File: src/rtl/flbs_pkg.sv
// Shared types, constants and register indexes for the finest-level box search.
package flbs_pkg;

    // Table geometry
    localparam int MAX_BOXES  = 64;
    localparam int MAX_LEVELS = 16;
    localparam int BOX_AW     = $clog2(MAX_BOXES);
    localparam int NUM_AXES   = 3;

    // Field widths
    localparam int COORD_W = 32;
    localparam int SPACE_W = 24;
    localparam int CELLS_W = 13;
    localparam int LEVEL_W = 4;
    localparam int SLOT_W  = 6;
    localparam int COUNT_W = 7;
    localparam int DIMS_W  = 2;
    localparam int TOL_W   = 16;
    localparam int PROD_W  = SPACE_W + CELLS_W;

    // Configuration port
    localparam int CFG_IDX_W  = 2;
    localparam int CFG_DATA_W = 16;
    localparam logic [CFG_IDX_W-1:0] REG_BOX_COUNT  = 2'd0;
    localparam logic [CFG_IDX_W-1:0] REG_DIMENSIONS = 2'd1;
    localparam logic [CFG_IDX_W-1:0] REG_TOLERANCE  = 2'd2;

    // Item actions
    localparam logic ACT_LOAD  = 1'b0;
    localparam logic ACT_QUERY = 1'b1;

    // Axis codes
    localparam logic [1:0] AXIS_X = 2'd0;
    localparam logic [1:0] AXIS_Y = 2'd1;
    localparam logic [1:0] AXIS_Z = 2'd2;

    localparam logic [DIMS_W-1:0] DIMS_TWO = 2'd2;

    typedef struct packed {
        logic                      action;
        logic [SLOT_W-1:0]         slot;
        logic [LEVEL_W-1:0]        level;
        logic signed [COORD_W-1:0] coord_x;
        logic signed [COORD_W-1:0] coord_y;
        logic signed [COORD_W-1:0] coord_z;
        logic [SPACE_W-1:0]        spacing_x;
        logic [SPACE_W-1:0]        spacing_y;
        logic [SPACE_W-1:0]        spacing_z;
        logic [CELLS_W-1:0]        cells_x;
        logic [CELLS_W-1:0]        cells_y;
        logic [CELLS_W-1:0]        cells_z;
    } t_in_item;

    typedef struct packed {
        logic              found;
        logic [SLOT_W-1:0] donor_index;
    } t_out_item;

    // One row of the box table
    typedef struct packed {
        logic [LEVEL_W-1:0]                 level;
        logic [NUM_AXES-1:0][COORD_W-1:0]   low;
        logic [NUM_AXES-1:0][COORD_W-1:0]   high;
    } t_box_entry;

    localparam int ENTRY_W = $bits(t_box_entry);

    // Controller to datapath
    typedef struct packed {
        logic              capture;
        logic              mul;
        logic              add;
        logic [1:0]        axis;
        logic              wr;
        logic              clear_best;
        logic              rd_en;
        logic [BOX_AW-1:0] rd_addr;
        logic              out_load;
    } t_dp_cmd;

    // Datapath to controller
    typedef struct packed {
        logic               action;
        logic               count_zero;
        logic [COUNT_W-1:0] scan_last;
        logic               out_free;
    } t_dp_stat;

endpackage

File: src/rtl/flbs_ctrl.sv
// Sequencer for box loads and query scans.
module flbs_ctrl (
    input  logic               i_clk,
    input  logic               i_rst_n,
    input  logic               i_in_valid,
    output logic               o_in_ready,
    input  flbs_pkg::t_dp_stat i_stat,
    output flbs_pkg::t_dp_cmd  o_cmd
);
    import flbs_pkg::*;

    localparam logic [2:0] S_IDLE   = 3'd0;
    localparam logic [2:0] S_LD_MUL = 3'd1;
    localparam logic [2:0] S_LD_ADD = 3'd2;
    localparam logic [2:0] S_LD_WR  = 3'd3;
    localparam logic [2:0] S_SCAN   = 3'd4;
    localparam logic [2:0] S_LAST   = 3'd5;
    localparam logic [2:0] S_DONE   = 3'd6;

    logic [2:0]        r_state, n_state;
    logic [1:0]        r_axis, n_axis;
    logic [BOX_AW-1:0] r_idx, n_idx;
    logic              w_accept;

    assign o_in_ready = (r_state == S_IDLE);
    assign w_accept   = i_in_valid && o_in_ready;

    // Next state and command decode
    always_comb begin
        n_state = r_state;
        n_axis  = r_axis;
        n_idx   = r_idx;
        o_cmd   = '0;
        o_cmd.axis    = r_axis;
        o_cmd.rd_addr = r_idx;
        unique case (r_state)
            S_IDLE: begin
                if (w_accept) begin
                    o_cmd.capture = 1'b1;
                    n_axis = AXIS_X;
                    n_idx  = '0;
                    if (i_stat.action == ACT_QUERY) begin
                        o_cmd.clear_best = 1'b1;
                        n_state = i_stat.count_zero ? S_DONE : S_SCAN;
                    end else begin
                        n_state = S_LD_MUL;
                    end
                end
            end
            S_LD_MUL: begin
                o_cmd.mul = 1'b1;
                n_state = S_LD_ADD;
            end
            S_LD_ADD: begin
                o_cmd.add = 1'b1;
                if (r_axis == AXIS_Z) begin
                    n_state = S_LD_WR;
                end else begin
                    n_axis  = r_axis + 2'd1;
                    n_state = S_LD_MUL;
                end
            end
            S_LD_WR: begin
                o_cmd.wr = 1'b1;
                n_state = S_IDLE;
            end
            S_SCAN: begin
                o_cmd.rd_en = 1'b1;
                if (COUNT_W'(r_idx) == i_stat.scan_last) begin
                    n_state = S_LAST;
                end else begin
                    n_idx = r_idx + 1'b1;
                end
            end
            S_LAST: begin
                // last box is compared in the datapath this cycle
                n_state = S_DONE;
            end
            S_DONE: begin
                if (i_stat.out_free) begin
                    o_cmd.out_load = 1'b1;
                    n_state = S_IDLE;
                end
            end
            default: begin
                n_state = S_IDLE;
            end
        endcase
    end

    always_ff @(posedge i_clk) begin
        if (!i_rst_n) begin
            r_state <= S_IDLE;
            r_axis  <= AXIS_X;
            r_idx   <= '0;
        end else begin
            r_state <= n_state;
            r_axis  <= n_axis;
            r_idx   <= n_idx;
        end
    end

endmodule

File: config.mk
export PLATFORM = sky130hd
export DESIGN_NAME = flbs_ctrl
export DESIGN_NICKNAME = d
export VERILOG_FILES = /design/src/rtl/flbs_pkg.sv /design/src/rtl/flbs_ctrl.sv
export SDC_FILE = /design/constraint.sdc
export NUM_CORES = 1
export LEC_CHECK = 0
export ABC_CLOCK_PERIOD_IN_PS = 3700
export BUFFER_PORTS_ARGS = -buffer_cell sky130_fd_sc_hd__buf_2
export CAP_MARGIN = 10
export CORE_MARGIN = 2
export CORE_UTILIZATION = 28
export DETAILED_ROUTE_END_ITERATION = 10
export HOLD_SLACK_MARGIN = 0.15
export SLEW_MARGIN = 20
export SYNTH_ARGS = -nofsm -noshare
export SYNTH_HDL_FRONTEND = slang
export SYNTH_SLANG_ARGS = --single-unit
File: constraint.sdc
create_clock -name i_clk -period 3.7 [get_ports i_clk]
set_input_delay 0.37 -clock i_clk [delete_from_list [all_inputs] [get_ports i_clk]]
set_output_delay 0.37 -clock i_clk [all_outputs]
set_load 0.005 [all_outputs]
* Word level (Yosys, flattened, before mapping)
Cells that the tools add are included.
** Operators by class
- Add/sub/neg operators :: 2
- Equal/unequal tests :: 13
- Multiplexer cells :: 24
- Reduce and logical (&&, ||, !) cells :: 7
** Operators by type and width (count)
- 3-bit one-hot mux with 6 select lines :: 1
- 3-bit 2-to-1 mux :: 4
- 6-bit 2-to-1 mux :: 2
- 6-bit one-hot mux with 2 select lines :: 1
- 1-bit 2-to-1 mux :: 11
- 3-bit == test, second input constant :: 3
- 3-bit AND reduction :: 3
- 2-bit 2-to-1 mux :: 4
- 2-bit != test, second input constant :: 4
- 6-bit by 7-bit == test with 1-bit output :: 1
- 6-bit by 1-bit adder with 6-bit output, second input constant :: 1
- 3-bit by 2-bit == test with 1-bit output, second input constant :: 2
- 2-bit one-hot mux with 2 select lines :: 1
- 2-bit nonzero test :: 2
- 3-bit by 1-bit == test with 1-bit output, second input constant :: 1
- 3-bit zero test :: 1
- 2-bit by 1-bit adder with 2-bit output, second input constant :: 1
- 2-bit == test, second input constant :: 1
- 2-bit by 1-bit != test with 1-bit output, second input constant :: 1
- 1-bit logical AND :: 1
** Word-level totals
- Bits in registers :: 11

* Depth between registers and ports, before layout
- Depth in word-level cells :: 4
- Depth in mapped cells :: 6
- Mapped depth without buffers :: 6

* Worst setup path after synthesis
Ideal clock, no wire load.
- Path type :: input to register
- Start point :: input i_stat[6] (netlist name)
- End point :: register r_idx[5]
- Data arrival time :: 1.296 ns
- Data required time :: 3.625 ns
- Slack :: 2.329 ns
- Stages :: 5
- Path buffers :: 0
- Cells stage by stage :: xor2_1 > nor4_4 > a21boi_4 > and3_1 > o22ai_1
** On the way
- Cells in the longest elaborated chain, start to end :: 3
** Ends and longest elaborated chain
- from (decl) :: line flbs_ctrl.sv:7 : input flbs_pkg::t_dp_stat i_stat,
- 6-bit by 7-bit == test with 1-bit output :: line flbs_ctrl.sv:69 : if (COUNT_W'(r_idx) == i_stat.scan_last) begin
- 2-bit != test (no line)
- 3-bit AND reduction (no line)
- to (signal assigned) :: line flbs_ctrl.sv:99 : r_idx <= n_idx;
- to (decl) :: line flbs_ctrl.sv:22 : logic [BOX_AW-1:0] r_idx, n_idx;
No other way between the ends.
A chain may end at the register's enable or synchronous reset.

==> impl_metrics.toml <==
[status]
outcome = "complete, no violations"

[cts]
root_buffer = "clkbuf_4"
htree_levels = 1
clk_pin_slew_worst_paths_ns = 0.07
cts_max_path_buffers = 2
insertion_delay_ns = 0.28
cts_resized = 0
cts_hold_buf = 0
tritoncts = "yes"
numCtsBuffers = 3
clock_sinks = 11
postCtsSetupRepairBufs = 0

[setup_path]
crit_path_max_fanout = 9
criticalPathCategory = "reg2out"
reg2regPathDepth = 4
crit_chain = "nor3_2, nand2_1, inv_1, buf_2"
r2r_start = "r_state[2]"
worst_path_max_delay_cell = "dfxtp_1"
r2r_setup_slack_ns = 2.12
crit_path_start_kind = "flip-flop"
cp_slowest_stage_delay_ns = 0.43
crit_path_end_kind = "primary output"
r2r_end = "r_idx[4]"
critPathRequiredTime_ns = 3.33
arrival_ns = 1.44

[power]
p_clk_share_pct = 29.4
switchingPower_mw = 0.09363
p_int_mw = 0.1983
switching_share_pct = 32.08
power_frac_seq_pct = 47.0
ir_drop_mv = 0.1593
p_leak_nw = 0.4185
comb_power_share_pct = 23.6
power.density_nw_per_um2 = 322.7

[synthesis]
synth-simple-area-share_pct = 37.11
syn-num-nets = 95
synth_largest_area_cell = "dfxtp_1"
synth_warnings = 0
ys_seq_elements = 11
synth_top_area_share_pct = 30.24
synth.mux.area_fraction_pct = 2.749
synth_fa_ha_area_share_pct = 3.436
synth.avg_cell_area_um2 = 9.102
synth-compound-area-share_pct = 13.40
synth_cell_types = 34
synth_top_family_by_area = "simple AND/OR/NAND/NOR gates"
synth_area_leaders = "dfxtp_1 30%, xor2_1 7.2%, nand3_1 4.8%, nand2b_1 4.3%, ha_1 3.4%"
synthCells = 80
ys_seq_area_share_pct = 30.24
synth_xor_area_share_pct = 7.216
synth_area_um2 = 728.2

[min_path]
min_delay_path_depth = 3
min-delay-start = "i_stat[8]"
holdPathEnd = "r_state[1]"
hold_class = "in2reg"

[sta]
rsz0062_at_grt = "false"
skew_ns = 0.005213
maxSlewHeadroom_pct = 72.80
setup_viol = 0
min_period_ns = 1.811
max_freq_ghz = 0.5523
fin_hold_ws_ns = 0.3991
drv_slew = 0
worstMarginPinSlew_ns = 0.4074
min_period_over_period_pct = 48.94
worst_slack_ns = 1.889
hold_viol_final = 0
fin_tns_setup_ns = 0

[placement]
detailedPlace.worstSlack_ns = 2.115
dp.cells = 134
place_area_um2 = 878.3
place_congestion = 0.7588
hpwlAfterDp_um = 1301
port_buffers = 28

[floorplan]
initial_utilization_pct = 29.39
die_y_um = 55.00
die_w_um = 55.00
fp.coreArea_um2 = 2477
die_area_um2 = 3024
ios = 29
rows = 18

[global_route]
grt_pass1_vias = 608
antenna_found_initial = 0
grt_pass1_wl_um = 2656
track_usage_pct = 12.47
grt_overflow_total = 0
grt_start_max_net_pins = 13

[route]
drc = 0
vias = 685
avgViaCountPerCell = 4.964
first_pass_iters = 4
avgRoutedWirePerCell_um = 12.02
wl_um = 1659
first_iter_violations = 23
ant_nets = 0

[layout]
final_common_cell = "buf_2"
postLayoutCellArea_um2 = 904.6
diodes = 0
area_growth_pct = 24.23
layout-drive-gt1-share_pct = 36.11
final_cells = 138
fin_nets = 124
mostFrequentLayoutCells = "28 x buf_2, 11 x dfxtp_1, 7 x nand3_1, 6 x xor2_1, 5 x nand2b_1"

[run]
maxCapViolCount = 0
[critical path: cells and delay by family (launching register included)]
| family | cells | cell delay [ns] |
|---|---|---|
| AND/OR/NAND/NOR | 2 | 0.53 |
| flip-flops | 1 | 0.43 |
| buffers and inverters | 2 | 0.21 |
[worst max path at each step]
stage / from / end / slack, ns
CTS: r_state[0] / o_cmd[14] / 1.88
global placement: i_stat[6] / r_idx[5] / 2.14
detailed placement: i_stat[6] / r_idx[5] / 2.12
finish: r_state[0] / o_cmd[14] / 1.89
floorplan: i_stat[6] / r_idx[5] / 2.33
global route: r_state[0] / o_cmd[14] / 1.73
[synth_stat cells]
master and count:
nor2_1 3, nand3b_1 2, a21oi_1 3, nand2b_1 5
inv_1 4, o221a_2 1, and3_1 2, o21ai_1 1
nor4_4 1, a31oi_1 2, a221oi_1 1, nand4b_1 2
nor3b_2 1, nor3b_1 2, ha_1 2, nor3_4 1
buf_2 1, buf_6 1, xor2_1 6, a21boi_4 1
o22ai_1 2, o21ai_0 1, a41oi_1 1, nor3b_4 1
nand3_1 7, dfxtp_1 11, mux2i_1 2, nand2_1 4
nand4_1 3, clkbuf_1 1, and4_2 1, buf_4 1
nor3_1 2, nor3_2 1
[power by group through the flow]
stage / logic, mW / registers, mW / clock network, mW
after floorplan: 0.0504 / 0.133 / 0
after global placement: 0.0682 / 0.139 / 0
after detailed placement: 0.0688 / 0.140 / 0
after CTS: 0.0692 / 0.137 / 0.0897
after global routing: 0.0775 / 0.139 / 0.0946
final: 0.0688 / 0.137 / 0.0859
[state kept, by name (all words and copies together), names as in the netlist]
| register | cells |
|---|---|
| r_state | 3 |
| r_idx | 6 |
| r_axis | 2 |
[metal layers]
layer / share of wire (%) / track usage [%] / vias up
li1: - / - / 352
met1: 51 / 17.05 / 307
met2: 42 / 17.86 / 23
met3: 6.0 / 3.495 / 3
met4: 1.7 / 6.098 / 0
met5: 0 / 0 / -
[cell families (layout without fill, tap and decap cells)]
group / Yosys count / count (layout)
flops: 11 / 11
simple gates: 38 / 38
buf+inv: 8 / 36
fa+ha+maj: 2 / 2
compound gates: 13 / 13
xor+xnor: 6 / 6
mux: 2 / 2
[layout make-up]
type	instances	area, um^2
fillers	270	1573
multi-input cells	61	465.4
flip-flops and latches	11	220.2
repair buffers	28	140.1
well taps	30	37.54
clock buffers	4	26.28
inverters	4	15.01
[metrics by stage]
step | utilization, % | power, mW
6_report | 36.52 | 0.2919
5_1_grt | 36.52 | 0.3108
4_1_cts | 36.52 | 0.2959
3_5_place_dp | 35.45 | 0.2086
3_3_place_gp | 35.45 | 0.2076
2_1_floorplan | - | 0.1838
Note: power is estimated with default switching activity, not from simulation.
